<file path="config.mk">
export PLATFORM = sky130hd
export DESIGN_NAME = krt_div
export DESIGN_NICKNAME = d
export VERILOG_FILES = /design/src/krt_pkg.sv /design/src/krt_div.sv
export SDC_FILE = /design/constraint.sdc
export NUM_CORES = 1
export LEC_CHECK = 0
export BUFFER_PORTS_ARGS = -buffer_cell sky130_fd_sc_hd__buf_2
export CAP_MARGIN = 20
export CORE_ASPECT_RATIO = 1.2
export CORE_MARGIN = 2
export CORE_UTILIZATION = 56
export DETAILED_ROUTE_END_ITERATION = 10
export PLACE_DENSITY = 0.92
export SLEW_MARGIN = 0
export SYNTH_ARGS = -nofsm -noshare
export SYNTH_HDL_FRONTEND = slang
export SYNTH_SLANG_ARGS = --single-unit
</file>
<file path="constraint.sdc">
create_clock -name clk -period 4.7 [get_ports clk]
set_input_delay 0.705 -clock clk [delete_from_list [all_inputs] [get_ports clk]]
set_output_delay 0.705 -clock clk [all_outputs]
set_load 0.03 [all_outputs]
</file>
<file path="src/krt_pkg.sv">
`default_nettype none

package krt_pkg;

	// field widths
	localparam int KEY_W = 32;
	localparam int TAG_W = 64;
	localparam int AMT_W = 32;
	localparam int CNT_W = 7;
	// amount sum over a full table: 64 * (2^32 - 1) fits in 38 bits
	localparam int SUM_W = AMT_W + CNT_W - 1;
	localparam int OP_W = 3;
	localparam int IN_TDATA_W = KEY_W + TAG_W + AMT_W;
	localparam int OUT_TDATA_W = 136;

	typedef enum logic [OP_W-1:0] {
		OP_APPEND  = 3'd0,
		OP_LIST    = 3'd1,
		OP_FIND    = 3'd2,
		OP_DELETE  = 3'd3,
		OP_AVERAGE = 3'd4
	} opcode_t;

	typedef enum logic [1:0] {
		STAT_DONE      = 2'd0,
		STAT_FULL      = 2'd1,
		STAT_NOT_FOUND = 2'd2,
		STAT_EMPTY     = 2'd3
	} status_t;

	typedef enum logic [3:0] {
		S_IDLE,
		S_APPEND,
		S_LIST_RD,
		S_LIST_OUT,
		S_SCAN,
		S_SHIFT,
		S_SUM,
		S_DIV,
		S_EMIT
	} state_t;

	typedef struct packed {
		logic signed [KEY_W-1:0] key;
		logic [TAG_W-1:0]        tag;
		logic [AMT_W-1:0]        amount;
	} rec_t;

	// result handed from the sequencer to the output register
	typedef struct packed {
		logic    valid;
		status_t status;
		rec_t    rec;
		logic    last;
	} emit_t;

endpackage

`default_nettype wire

</file>
<file path="src/krt_div.sv">
`default_nettype none

module krt_div (
	input  wire logic                        clk,
	input  wire logic                        arst_n,
	input  wire logic                        start,
	input  wire logic [krt_pkg::SUM_W-1:0]   dividend,
	input  wire logic [krt_pkg::CNT_W-1:0]   divisor,
	output logic                             done,
	output logic [krt_pkg::SUM_W-1:0]        quotient
);

	localparam int STEP_W = $clog2(krt_pkg::SUM_W);

	logic                        busy_q;
	logic                        done_q;
	logic [STEP_W-1:0]           step_q;
	logic [krt_pkg::CNT_W-1:0]   rem_q;
	logic [krt_pkg::CNT_W-1:0]   dvs_q;
	logic [krt_pkg::SUM_W-1:0]   quo_q;
	logic [krt_pkg::CNT_W:0]     trial;
	logic                        ge;
	logic [krt_pkg::CNT_W:0]     diff;

	// restoring step: one quotient bit per cycle
	assign trial = {rem_q, quo_q[krt_pkg::SUM_W-1]};
	assign ge    = trial >= {1'b0, dvs_q};
	assign diff  = trial - {1'b0, dvs_q};

	// control
	always_ff @(posedge clk or negedge arst_n) begin
		if (!arst_n) begin
			busy_q <= 1'b0;
			done_q <= 1'b0;
			step_q <= '0;
		end else begin
			done_q <= 1'b0;
			if (start) begin
				busy_q <= 1'b1;
				step_q <= '0;
			end else if (busy_q) begin
				step_q <= step_q + 1'b1;
				if (step_q == STEP_W'(krt_pkg::SUM_W - 1)) begin
					busy_q <= 1'b0;
					done_q <= 1'b1;
				end
			end
		end
	end

	// remainder and quotient shift register
	always_ff @(posedge clk) begin
		if (start) begin
			rem_q <= '0;
			dvs_q <= divisor;
			quo_q <= dividend;
		end else if (busy_q) begin
			rem_q <= ge ? diff[krt_pkg::CNT_W-1:0] : trial[krt_pkg::CNT_W-1:0];
			quo_q <= {quo_q[krt_pkg::SUM_W-2:0], ge};
		end
	end

	assign done     = done_q;
	assign quotient = quo_q;

endmodule

`default_nettype wire

</file>
==> summary.md <==
| Metric | Value |
|---|---|
| Status | `complete, no violations` |
| FF-to-FF Start | `busy_q` |
| Synth Register Bits | `60` |
| Die height | `84.0 um` |
| TritonRoute pass-1 iters | `5` |
| Final slew viol count | `0` |
| Total CTS buffers | `9` |
| Final core utilization | `0.693` |
| DIE AREA | `5930 um2` |
| Largest family of logic cells by synthesized area | `multiplexers` |
| Port bufs | `86` |
| Adder-cell area share of the yosys netlist | `0.0445` |
| GR Util All Layers | `0.258` |
| Worst Clk Skew | `0.00344 ns` |
| Reg clk slew, reported paths | `0.07 ns` |
| Post-Route M1 WL | `2740 um` |
| Initial drt markers | `136` |
| Grt ovf | `0` |
| Worst slew pin tran | `0.852 ns` |
| Area of the mapped netlist | `2980 um2` |
| N_diodes | `0` |
| Synth Area in Compound Gates | `0.0944` |
| Nets | `372` |
| CTS tree | `built` |
| Setup crit start | `busy_q` |
| Post-CTS Setup Bufs | `0` |
| Htree depth | `3` |
| Vias in the first global route | `2250` |
| Global-route wire length before repair | `11300 um` |
| Core Rows | `29` |
| Prevailing post-synth register cell | `edfxtp_1` |
| DIE WIDTH | `70.6 um` |
| Critical path required time | `4.73 ns` |
| Asr flop ratio synth | `0.133` |
| Cells after synthesis | `228` |
| Crit path DAT | `2.45 ns` |
| Clock latency on the worst-skew pair | `0.34 ns` |
| Setup tns final | `0 ns` |
| Worst setup EP type | `flip-flop` |
| Final hold vios | `0` |
| Static leakage | `1.57 nW` |
| Multiplexer area fraction after synthesis | `0.143` |
| Largest net degree at the start of global routing | `67` |
| DR vias/cell | `5.86` |
| Fin cells | `381` |
| RSZ-0062 raised after global routing | `false` |
| Highest Signal Layer | `met4` |
| Worst rel slew slack | `0.431` |
| Xor and xnor area share after synthesis | `0.0176` |
| Final routed DRC violation total | `0` |
| CP Launch Type | `flip-flop` |
| Layout cell share with drive strength beyond 1 | `0.455` |
| Initial Util | `0.571` |
| Clock Path Buffers | `2` |
| Library cells used by synthesis | `48` |
| Maximum fanout along the worst path | `26` |
| Vias | `2234` |
| Met2 WL | `3820 um` |
| Synth Area in Simple Gates | `0.0931` |
| RD Place Congestion | `0.797` |
| Critical path class | `flip-flop to flip-flop` |
| Initial antenna violation count | `0` |
| Maximum vdd drop | `0.331 mV` |
| Clk sinks | `60` |
| Floorplan core area | `5230 um2` |
| Hold_ws | `0.191 ns` |
| Pwr Density | `434 nW/um2` |
| Min cycle time layout | `2.42 ns` |
| Met3 wire length | `524 um` |
| Mapped Avg Cell Area | `13.1 um2` |
| Inst Count DP | `365` |
| Synth Net Count | `286` |
| EDFF count, synth | `45` |
| Maxcap violations | `0` |
| Setup Viol. Count Final | `0` |
| Sequential element share of the synthesized area | `0.567` |
| Tightest Hold Check Type | `input pin to asynchronous set/reset pin` |
| Final Cycle Share | `0.516` |
| Avg WL per Cell | `19.2 um` |
| Ports | `87` |
| Area delta synth->final | `21.4%` |
| Post-route ant nets | `0` |
| Yosys synthesis warning count | `0` |
| CTS Hold Bufs | `0` |
| Post_cts resized | `0` |
| CTS root buffer | `clkbuf_8` |
| Final wirelength | `7320 um` |
| Detailed Place HPWL | `4720 um` |
| Max Clk Rate | `0.413 GHz` |
-- registers in the layout (all words and copies together) (netlist names) --
signal and flops:
busy_q 1, done 1, dvs_q 7, quotient 38
rem_q 7, step_q 6
-- per-layer routing --
| layer | GRT usage | up-vias |
|---|---|---|
| met5 | 0 | - |
| met4 | 0.132 | 0 |
| met3 | 0.0882 | 19 |
| met2 | 0.432 | 118 |
| met1 | 0.288 | 1071 |
| li1 | - | 1026 |
-- cell usage after synthesis (all sizes together) (2+ instances only) --
| cell type | n | area, um2 |
|---|---|---|
| buf | 5 | 37.5 |
| ha | 9 | 113 |
| nand4 | 4 | 25.0 |
| a41oi | 4 | 35.0 |
| nor2 | 14 | 52.6 |
| or2 | 3 | 18.8 |
| dfrtp | 8 | 200 |
| clkbuf | 8 | 30.0 |
| a211oi | 4 | 35.0 |
| nand2b | 3 | 18.8 |
| o31ai | 2 | 15.0 |
| o21bai | 2 | 15.0 |
| a311oi | 2 | 30.0 |
| nor3 | 3 | 15.0 |
| mux2 | 37 | 417 |
| o21a | 2 | 15.0 |
| xnor2 | 3 | 26.3 |
| a21oi | 2 | 10.0 |
| xor2 | 3 | 26.3 |
| nand2 | 8 | 30.0 |
| dfxtp | 7 | 140 |
| inv | 14 | 52.6 |
| nor3b | 6 | 45.0 |
| edfxtp | 45 | 1350 |
| a31oi | 2 | 12.5 |
| nor2b | 5 | 31.3 |
| o21ai | 6 | 30.0 |
-- cell families (layout without fill, tap and decap cells) --
group                      count (synthesis)  in the layout
AOI/OAI and AO/OA                         35             35
xor gates and xnor gates                   6              6
adders and majority gates                 10             10
buffers and inverters                     27            118
DFF                                       60             60
muxes                                     38             38
and+or+nand+nor                           52             52
-- final timing paths --
path | endpoint | depth (start not counted) | slack [ns]
hold / removal | step_q[1] | 1 | 0.19
setup / recovery | quotient[16] | 3 | 2.28
hold reg to reg | rem_q[2] | 2 | 0.56
setup reg to reg | quotient[16] | 3 | 2.28
max in group asynchronous | step_q[4] | 1 | 4.35
min in group clk | dvs_q[6] | 1 | 0.53
-- stage by stage --
| stage | power [W] | worst slack (ns) | cell area [um2] |
|---|---|---|---|
| 6_report | 0.00157 | 2.28 | 3620 |
| 4_1_cts | 0.00157 | 2.30 | 3620 |
| 3_5_place_dp | 0.00112 | 2.28 | 3440 |
| 3_3_place_gp | 0.00110 | 2.46 | 3440 |
| 2_1_floorplan | 0.00101 | 2.00 | 2980 |
| 5_1_grt | 0.00163 | 2.08 | 3620 |
-- worst max-delay path, cell delays in order, from the launching register on --
cell,delay (ns)
dfrtp_1,0.85
nor2_1,0.18
inv_1,0.67
buf_4,0.40
-- power breakdown --
group	total, W	internal, W	switching, W
sequential	0.000688	0.000642	0.0000465
clock	0.000447	0.000239	0.000207
combinational	0.000436	0.000177	0.000259
total	0.00157	0.00106	0.000512
-- cells in the final DEF, fill, tap and decap left out, types with 2 or more instances in the layout --
| cell | count |
|---|---|
| a211oi_1 | 3 |
| a21oi_1 | 2 |
| a311oi_2 | 2 |
| a31oi_1 | 2 |
| a41oi_1 | 4 |
| buf_2 | 86 |
| buf_4 | 2 |
| clkbuf_8 | 9 |
| clkinv_1 | 2 |
| clkinv_2 | 2 |
| dfrtp_1 | 8 |
| dfxtp_1 | 7 |
| edfxtp_1 | 45 |
| ha_1 | 9 |
| inv_1 | 14 |
| mux2_2 | 37 |
| nand2_1 | 8 |
| nand2b_1 | 3 |
| nand4_1 | 4 |
| nor2_1 | 14 |
| nor2b_1 | 5 |
| nor3_1 | 3 |
| nor3b_1 | 6 |
| o21a_1 | 2 |
| o21ai_0 | 6 |
| o21bai_1 | 2 |
| o31ai_1 | 2 |
| or2_2 | 2 |
| xnor2_1 | 3 |
| xor2_1 | 3 |
-- cell type report --
| type | instances | area, um2 |
|---|---|---|
| clock inverter | 6 | 55.1 |
| clock buffer | 10 | 128 |
| fill | 347 | 1600 |
| multi-input combinational | 141 | 1170 |
| sequential | 60 | 1690 |
| timing repair buffer | 88 | 445 |
| tap | 62 | 77.6 |
| inverter | 14 | 52.6 |
No activity file was read; power rests on OpenSTA's default activity.
