## src/krt_pkg.sv

```systemverilog
`default_nettype none

package krt_pkg;

	// field widths
	localparam int KEY_W = 32;
	localparam int TAG_W = 64;
	localparam int AMT_W = 32;
	localparam int CNT_W = 7;
	// amount sum over a full table: 64 * (2^32 - 1) fits in 38 bits
	localparam int SUM_W = AMT_W + CNT_W - 1;
	localparam int OP_W = 3;
	localparam int IN_TDATA_W = KEY_W + TAG_W + AMT_W;
	localparam int OUT_TDATA_W = 136;

	typedef enum logic [OP_W-1:0] {
		OP_APPEND  = 3'd0,
		OP_LIST    = 3'd1,
		OP_FIND    = 3'd2,
		OP_DELETE  = 3'd3,
		OP_AVERAGE = 3'd4
	} opcode_t;

	typedef enum logic [1:0] {
		STAT_DONE      = 2'd0,
		STAT_FULL      = 2'd1,
		STAT_NOT_FOUND = 2'd2,
		STAT_EMPTY     = 2'd3
	} status_t;

	typedef enum logic [3:0] {
		S_IDLE,
		S_APPEND,
		S_LIST_RD,
		S_LIST_OUT,
		S_SCAN,
		S_SHIFT,
		S_SUM,
		S_DIV,
		S_EMIT
	} state_t;

	typedef struct packed {
		logic signed [KEY_W-1:0] key;
		logic [TAG_W-1:0]        tag;
		logic [AMT_W-1:0]        amount;
	} rec_t;

	// result handed from the sequencer to the output register
	typedef struct packed {
		logic    valid;
		status_t status;
		rec_t    rec;
		logic    last;
	} emit_t;

endpackage

`default_nettype wire

```

## src/krt_seq.sv

```systemverilog
`default_nettype none

module krt_seq #(
	parameter int CAPACITY = 64,
	parameter int ADDR_W   = 6
) (
	input  wire logic                          clk,
	input  wire logic                          arst_n,
	// input word
	input  wire logic                          in_valid,
	output logic                               in_ready,
	input  wire logic [krt_pkg::OP_W-1:0]      in_op,
	input  wire krt_pkg::rec_t                 in_rec,
	// result toward the output register
	input  wire logic                          out_free,
	output krt_pkg::emit_t                     emit,
	output logic [krt_pkg::CNT_W-1:0]          fill,
	// record memory
	output logic                               mem_we,
	output logic [ADDR_W-1:0]                  mem_waddr,
	output krt_pkg::rec_t                      mem_wdata,
	output logic [ADDR_W-1:0]                  mem_raddr,
	input  wire krt_pkg::rec_t                 mem_rdata,
	// divider
	output logic                               div_start,
	output logic [krt_pkg::SUM_W-1:0]          div_dividend,
	output logic [krt_pkg::CNT_W-1:0]          div_divisor,
	input  wire logic                          div_done,
	input  wire logic [krt_pkg::SUM_W-1:0]     div_quot
);

	localparam logic [krt_pkg::CNT_W-1:0] CAP_C = krt_pkg::CNT_W'(CAPACITY);

	krt_pkg::state_t            state_q, state_d;
	logic [krt_pkg::CNT_W-1:0]  count_q;
	logic [krt_pkg::CNT_W-1:0]  idx_q;
	logic [krt_pkg::CNT_W-1:0]  pidx_q;
	logic                       pv_q;
	logic [krt_pkg::OP_W-1:0]   op_q;
	krt_pkg::rec_t              in_q;
	krt_pkg::rec_t              res_q;
	krt_pkg::status_t           status_q;
	logic [krt_pkg::SUM_W-1:0]  sum_q;

	logic [krt_pkg::CNT_W-1:0]  idx_nx;
	logic                       accept;
	logic                       full;
	logic                       match;
	logic                       scan_issue;
	logic                       shift_issue;
	logic                       walk_done;
	logic                       shift_done;

	// shared flags
	assign idx_nx      = idx_q + 1'b1;
	assign accept      = in_valid && in_ready;
	assign full        = count_q >= CAP_C;
	assign match       = pv_q && (mem_rdata.key == in_q.key);
	assign scan_issue  = idx_q < count_q;
	assign shift_issue = idx_nx < count_q;
	assign walk_done   = !scan_issue && !pv_q;
	assign shift_done  = !shift_issue && !pv_q;

	// next state
	always_comb begin
		state_d = state_q;
		unique case (state_q)
			krt_pkg::S_IDLE: begin
				if (in_valid) begin
					unique case (in_op)
						krt_pkg::OP_APPEND:  state_d = krt_pkg::S_APPEND;
						krt_pkg::OP_LIST:    state_d = (count_q == '0) ? krt_pkg::S_EMIT
						                                               : krt_pkg::S_LIST_RD;
						krt_pkg::OP_FIND,
						krt_pkg::OP_DELETE:  state_d = krt_pkg::S_SCAN;
						krt_pkg::OP_AVERAGE: state_d = krt_pkg::S_SUM;
						default:             state_d = krt_pkg::S_EMIT;
					endcase
				end
			end
			krt_pkg::S_APPEND: state_d = krt_pkg::S_EMIT;
			krt_pkg::S_LIST_RD: state_d = krt_pkg::S_LIST_OUT;
			krt_pkg::S_LIST_OUT: begin
				if (out_free) begin
					state_d = (idx_nx == count_q) ? krt_pkg::S_IDLE : krt_pkg::S_LIST_RD;
				end
			end
			krt_pkg::S_SCAN: begin
				if (match) begin
					state_d = (op_q == krt_pkg::OP_FIND) ? krt_pkg::S_EMIT : krt_pkg::S_SHIFT;
				end else if (!scan_issue) begin
					state_d = krt_pkg::S_EMIT;
				end
			end
			krt_pkg::S_SHIFT: begin
				if (shift_done) begin
					state_d = krt_pkg::S_EMIT;
				end
			end
			krt_pkg::S_SUM: begin
				if (walk_done) begin
					state_d = (count_q == '0) ? krt_pkg::S_EMIT : krt_pkg::S_DIV;
				end
			end
			krt_pkg::S_DIV: begin
				if (div_done) begin
					state_d = krt_pkg::S_EMIT;
				end
			end
			krt_pkg::S_EMIT: begin
				if (out_free) begin
					state_d = krt_pkg::S_IDLE;
				end
			end
			default: state_d = krt_pkg::S_IDLE;
		endcase
	end

	// outputs
	always_comb begin
		in_ready     = (state_q == krt_pkg::S_IDLE);
		mem_we       = ((state_q == krt_pkg::S_APPEND) && !full)
		            || ((state_q == krt_pkg::S_SHIFT) && pv_q);
		mem_waddr    = (state_q == krt_pkg::S_APPEND) ? count_q[ADDR_W-1:0]
		                                              : pidx_q[ADDR_W-1:0];
		mem_wdata    = (state_q == krt_pkg::S_APPEND) ? in_q : mem_rdata;
		mem_raddr    = (state_q == krt_pkg::S_SHIFT) ? idx_nx[ADDR_W-1:0]
		                                             : idx_q[ADDR_W-1:0];
		div_start    = (state_q == krt_pkg::S_SUM) && walk_done && (count_q != '0);
		div_dividend = sum_q;
		div_divisor  = count_q;
		fill         = count_q;
		emit         = '0;
		unique case (state_q)
			krt_pkg::S_LIST_OUT: begin
				emit.valid  = 1'b1;
				emit.status = krt_pkg::STAT_DONE;
				emit.rec    = mem_rdata;
				emit.last   = (idx_nx == count_q);
			end
			krt_pkg::S_EMIT: begin
				emit.valid  = 1'b1;
				emit.status = status_q;
				emit.rec    = res_q;
				emit.last   = 1'b1;
			end
			default: emit = '0;
		endcase
	end

	// control registers
	always_ff @(posedge clk or negedge arst_n) begin
		if (!arst_n) begin
			state_q <= krt_pkg::S_IDLE;
			count_q <= '0;
			idx_q   <= '0;
			pv_q    <= 1'b0;
		end else begin
			state_q <= state_d;
			unique case (state_q)
				krt_pkg::S_IDLE: begin
					if (accept) begin
						idx_q <= '0;
						pv_q  <= 1'b0;
					end
				end
				krt_pkg::S_APPEND: begin
					if (!full) begin
						count_q <= count_q + 1'b1;
					end
				end
				krt_pkg::S_LIST_OUT: begin
					if (out_free) begin
						idx_q <= idx_nx;
					end
				end
				krt_pkg::S_SCAN: begin
					if (match) begin
						idx_q <= pidx_q;
						pv_q  <= 1'b0;
					end else if (scan_issue) begin
						idx_q <= idx_nx;
						pv_q  <= 1'b1;
					end
				end
				krt_pkg::S_SHIFT: begin
					pv_q <= shift_issue;
					if (shift_issue) begin
						idx_q <= idx_nx;
					end
					if (shift_done) begin
						count_q <= count_q - 1'b1;
					end
				end
				krt_pkg::S_SUM: begin
					pv_q <= scan_issue;
					if (scan_issue) begin
						idx_q <= idx_nx;
					end
				end
				default: begin
				end
			endcase
		end
	end

	// payload registers
	always_ff @(posedge clk) begin
		unique case (state_q)
			krt_pkg::S_IDLE: begin
				if (accept) begin
					op_q     <= in_op;
					in_q     <= in_rec;
					res_q    <= '0;
					sum_q    <= '0;
					status_q <= ((in_op == krt_pkg::OP_LIST) && (count_q == '0))
					          ? krt_pkg::STAT_EMPTY : krt_pkg::STAT_DONE;
				end
			end
			krt_pkg::S_APPEND: begin
				if (full) begin
					status_q <= krt_pkg::STAT_FULL;
				end else begin
					res_q <= in_q;
				end
			end
			krt_pkg::S_SCAN: begin
				if (match) begin
					res_q <= mem_rdata;
				end else if (!scan_issue) begin
					status_q <= krt_pkg::STAT_NOT_FOUND;
				end
				if (!match && scan_issue) begin
					pidx_q <= idx_q;
				end
			end
			krt_pkg::S_SHIFT: begin
				if (shift_issue) begin
					pidx_q <= idx_q;
				end
			end
			krt_pkg::S_SUM: begin
				if (pv_q) begin
					sum_q <= sum_q + krt_pkg::SUM_W'(mem_rdata.amount);
				end
			end
			krt_pkg::S_DIV: begin
				if (div_done) begin
					res_q.amount <= div_quot[krt_pkg::AMT_W-1:0];
				end
			end
			default: begin
			end
		endcase
	end

endmodule

`default_nettype wire

```

## config.mk

```make
export PLATFORM = sky130hd
export DESIGN_NAME = krt_seq
export DESIGN_NICKNAME = d
export VERILOG_FILES = /design/src/krt_pkg.sv /design/src/krt_seq.sv
export SDC_FILE = /design/constraint.sdc
export NUM_CORES = 1
export LEC_CHECK = 0
export BUFFER_PORTS_ARGS = -buffer_cell sky130_fd_sc_hd__buf_2
export CELL_PAD_IN_SITES_DETAIL_PLACEMENT = 2
export CELL_PAD_IN_SITES_GLOBAL_PLACEMENT = 2
export CORE_ASPECT_RATIO = 0.9
export CORE_UTILIZATION = 27
export CTS_CLUSTER_DIAMETER = 30
export DETAILED_ROUTE_END_ITERATION = 8
export GPL_ROUTABILITY_DRIVEN = 0
export HOLD_SLACK_MARGIN = 0.1
export PLACE_DENSITY_LB_ADDON = 0.1
export SYNTH_ARGS = -nofsm -noshare
export SYNTH_HDL_FRONTEND = slang
export SYNTH_SLANG_ARGS = --single-unit
export TNS_END_PERCENT = 50
```

## constraint.sdc

```tcl
create_clock -name clk -period 9.63 [get_ports clk]
set_clock_uncertainty 0.1 [all_clocks]
set_input_delay 2.889 -clock clk [delete_from_list [all_inputs] [get_ports clk]]
set_output_delay 2.889 -clock clk [all_outputs]
set_load 0.005 [all_outputs]
```

==> metrics.md <==
| Metric | Value |
|---|---|
| Crit-path cells | `nor2_1, and3_4, buf_4, a22o_1, buf_2` |
| Layout Nets | `2,801` |
| R2r worst-path depth | `12` |
| CP startpoint | `state_q[1]` |
| Most common cell after layout, fill and taps aside | `nand2_1` |
| CTS Buf Count | `about 110` |
| CP max stage delay | `0.74 ns` |
| Worst Setup End Kind | `output pin` |
| First-pass GRT wire length | `~120,000 um` |
| Post-synthesis register bit count | `325` |
| Initial Util | `27.3%` |
| Relative slew slack | `24.6%` |
| Post-layout min period | `6.64 ns` |
| Critical Path Sink | `emit[11]` |
| Post-CTS Repair Setup Buffers | `0` |
| Synth Area in Compound Gates | `15.6%` |
| # hold bufs at CTS | `0` |
| Layout cells sized above 1 | `32.3%` |
| Syn_nets | `2,164` |
| Worst path required time | `6.64 ns` |
| Crit Path Category | `reg2out` |
| GRT Resource Usage Total | `about a quarter` |
| Sum Neg Setup Slack | `0 ns` |
| Synth Area in Adders | `3.87%` |
| Fraction of registers with async set/reset | `5.85%` |
| Measured slew at the worst slew-check pin | `1.13 ns` |
| DRC | `0` |
| Largest net degree at the start of global routing | `145` |
| Antenna violations before repair | `22` |
| Multiplexer area fraction after synthesis | `0.280%` |
| Final Hold Fails | `0` |
| Die Span X | `roughly 270 um` |
| Port buffer count | `622` |
| Power, Total | `0.00882 W` |
| WP depth | `5` |
| Worst Path Buf+Inv | `2` |
| Die Ht | `~250 um` |
| Vias | `17,278` |
| Largest family of logic cells by synthesized area | `simple AND/OR/NAND/NOR gates` |
| Max Slew Vio Count | `0` |
| Hold crit path type | `reg2reg` |
| Warnings, synthesis | `0` |
| Post-synth EDFFs | `306` |
| Clk sink count | `325` |
| Die area | `67,200 sq um` |
| Max clock buf depth | `3` |
| Area added between synthesis and finish | `42.5%` |
| Root Buffer | `clkbuf_16` |
| Core area | `about 65,000 sq um` |
| Final wirelength | `around 84,000 um` |
| Post-DP HPWL | `58,900 um` |
| DRT Pass-1 Iters | `6` |
| CP Max Fanout | `55` |
| Most frequent cells in the layout | `nand2_1, buf_2, edfxtp_1, a22o_1, clkbuf_16` |
| Final Core Density | `around two fifths` |
| Rows | `89` |
| DRT iter0 DRCs | `1,087` |
| Routed Antenna Nets | `0` |
| FF-to-FF Start | `idx_q[1]` |
| Reg-to-Reg End | `idx_q[1]` |
| Netlist Area Pre-Place | `17,900 sq um` |
| Outcome | `finished clean` |
| TritonCTS clock tree | `done` |
| Wire per inst | `24.7 um` |
| Synth Area per Inst | `9.88 sq um` |
| Worst IR drop on VDD | `0.000308 V` |
| CP max stage cell | `buf_4` |
| Vias in the first global route | `18,592` |
| # setup viols final | `0` |
| Top_reg_cell synth | `edfxtp_1` |
| Peak Freq | `0.151 GHz` |
| Sequential area share after synthesis | `54.1%` |
| Clock H-tree levels | `3` |
| Crit path DAT | `3.65 ns` |
| Leak pwr | `roughly 12 nW` |
| RSZ-0062 raised after global routing | `false` |
| Clk pin slew, worst setup/hold paths | `about 0.04 ns` |
| Worst skew pair latency | `around 0.64 ns` |
| Average via count per standard cell | `5.06` |
| Pwr dens | `347 nW/um^2` |
| Placement-stage cell area | `21,900 sq um` |
| Synth Area in XOR/XNOR | `3.48%` |
| Post_cts resized | `0` |
| Cell family with most CP delay | `simple AND/OR/NAND/NOR gates` |
| Simple-Gate Fraction of Synth Area | `19.0%` |
| Startpoint types | `flop` |
| Cell variety after synth | `65` |
| Crit share post-route | `68.9%` |
| Maxcap violations | `0` |
| R2R Setup Slk | `between 5 and 6 ns` |
| Post-Synthesis Cells | `1,808` |
| I/O pin count | `629` |
| Total grt overflow | `0` |
| Finished Cell Area | `25,400 sq um` |
## cell type report
class	instances	area [sq um]
diodes	15	37.5
clock buffers	132	2830
clock inverters	65	697
fillers	7193	40000
inverters	55	206
multi-input cells	1321	7620
flip-flops and latches	325	9660
well taps	864	1080
repair buffers	637	3300
## worst min-delay path by stage
stage,from,to,slack (ns),depth (start not counted)
after floorplan,pidx_q[6],idx_q[6],0.34,2
after global placement,pidx_q[6],idx_q[6],0.36,2
after detailed placement,pidx_q[1],idx_q[1],0.39,2
after CTS,pidx_q[1],idx_q[1],0.40,2
after global routing,pidx_q[1],idx_q[1],0.41,2
final,pidx_q[1],idx_q[1],0.40,2
## tightest hold or removal path: stages, from the launching register on
cell and delay, ns:
edfxtp_1 0.35, nand2_1 0.06, nand2_1 0.05
## power by group
| part | internal [W] | switching [W] |
|---|---|---|
| sequential | 0.00221 | 0.000223 |
| clock | 0.00237 | 0.00102 |
| combinational | 0.000982 | 0.00201 |
| total | 0.00557 | 0.00325 |
## Yosys cell counts, types with 11 or more instances
master	instances	area share [%]
xnor2_1	27	1.3
edfxtp_1	306	51
ha_1	52	3.6
dfrtp_1	19	2.7
clkbuf_1	91	1.9
nand2b_1	13	0.46
a21oi_1	51	1.4
nor2_1	62	1.3
nor3_1	22	0.62
a21o_1	18	0.76
a22o_1	128	6.3
inv_1	54	1.1
a211oi_1	11	0.46
a222oi_1	32	1.8
nor2b_1	13	0.46
nand3_1	12	0.34
o21ai_0	57	1.6
nand2_1	642	13
xor2_1	44	2.2
nor4_1	13	0.46
## flip-flops by register name (all words and copies together), names as in the netlist
register and flops:
div_divisor 7, status_q 2, res_q 128, state_q 4, div_dividend 38, pidx_q 7, idx_q 7, pv_q 1
in_q 128, op_q 3
## cell families (layout without fill, tap and decap cells)
| kind of cell | after synthesis | after routing |
|---|---|---|
| other | 0 | 15 |
| and+or+nand+nor | 825 | 825 |
| AOI/OAI and AO/OA | 366 | 366 |
| muxes | 5 | 5 |
| adders and majority gates | 54 | 54 |
| xor gates and xnor gates | 71 | 71 |
| DFF | 325 | 325 |
| buffers and inverters | 162 | 889 |
## metal layers
layer	global-route usage, %	wire length, um	share of wire, %
met5	0	110	0.13
met4	7.11	2020	2.4
met3	7.85	6220	7.4
met2	41.6	41700	49
met1	29.4	34400	41
## metrics by stage
step	worst slack, ns	hold slack (ns)	cells
floorplan	0.516	0.339	1808
CTS	2.98	0.401	3399
finish	2.99	0.400	3414
global placement	3.18	0.358	3202
detailed placement	3.16	0.393	3202
global route	2.81	0.415	3406
Power figures use the tool's default switching activity.
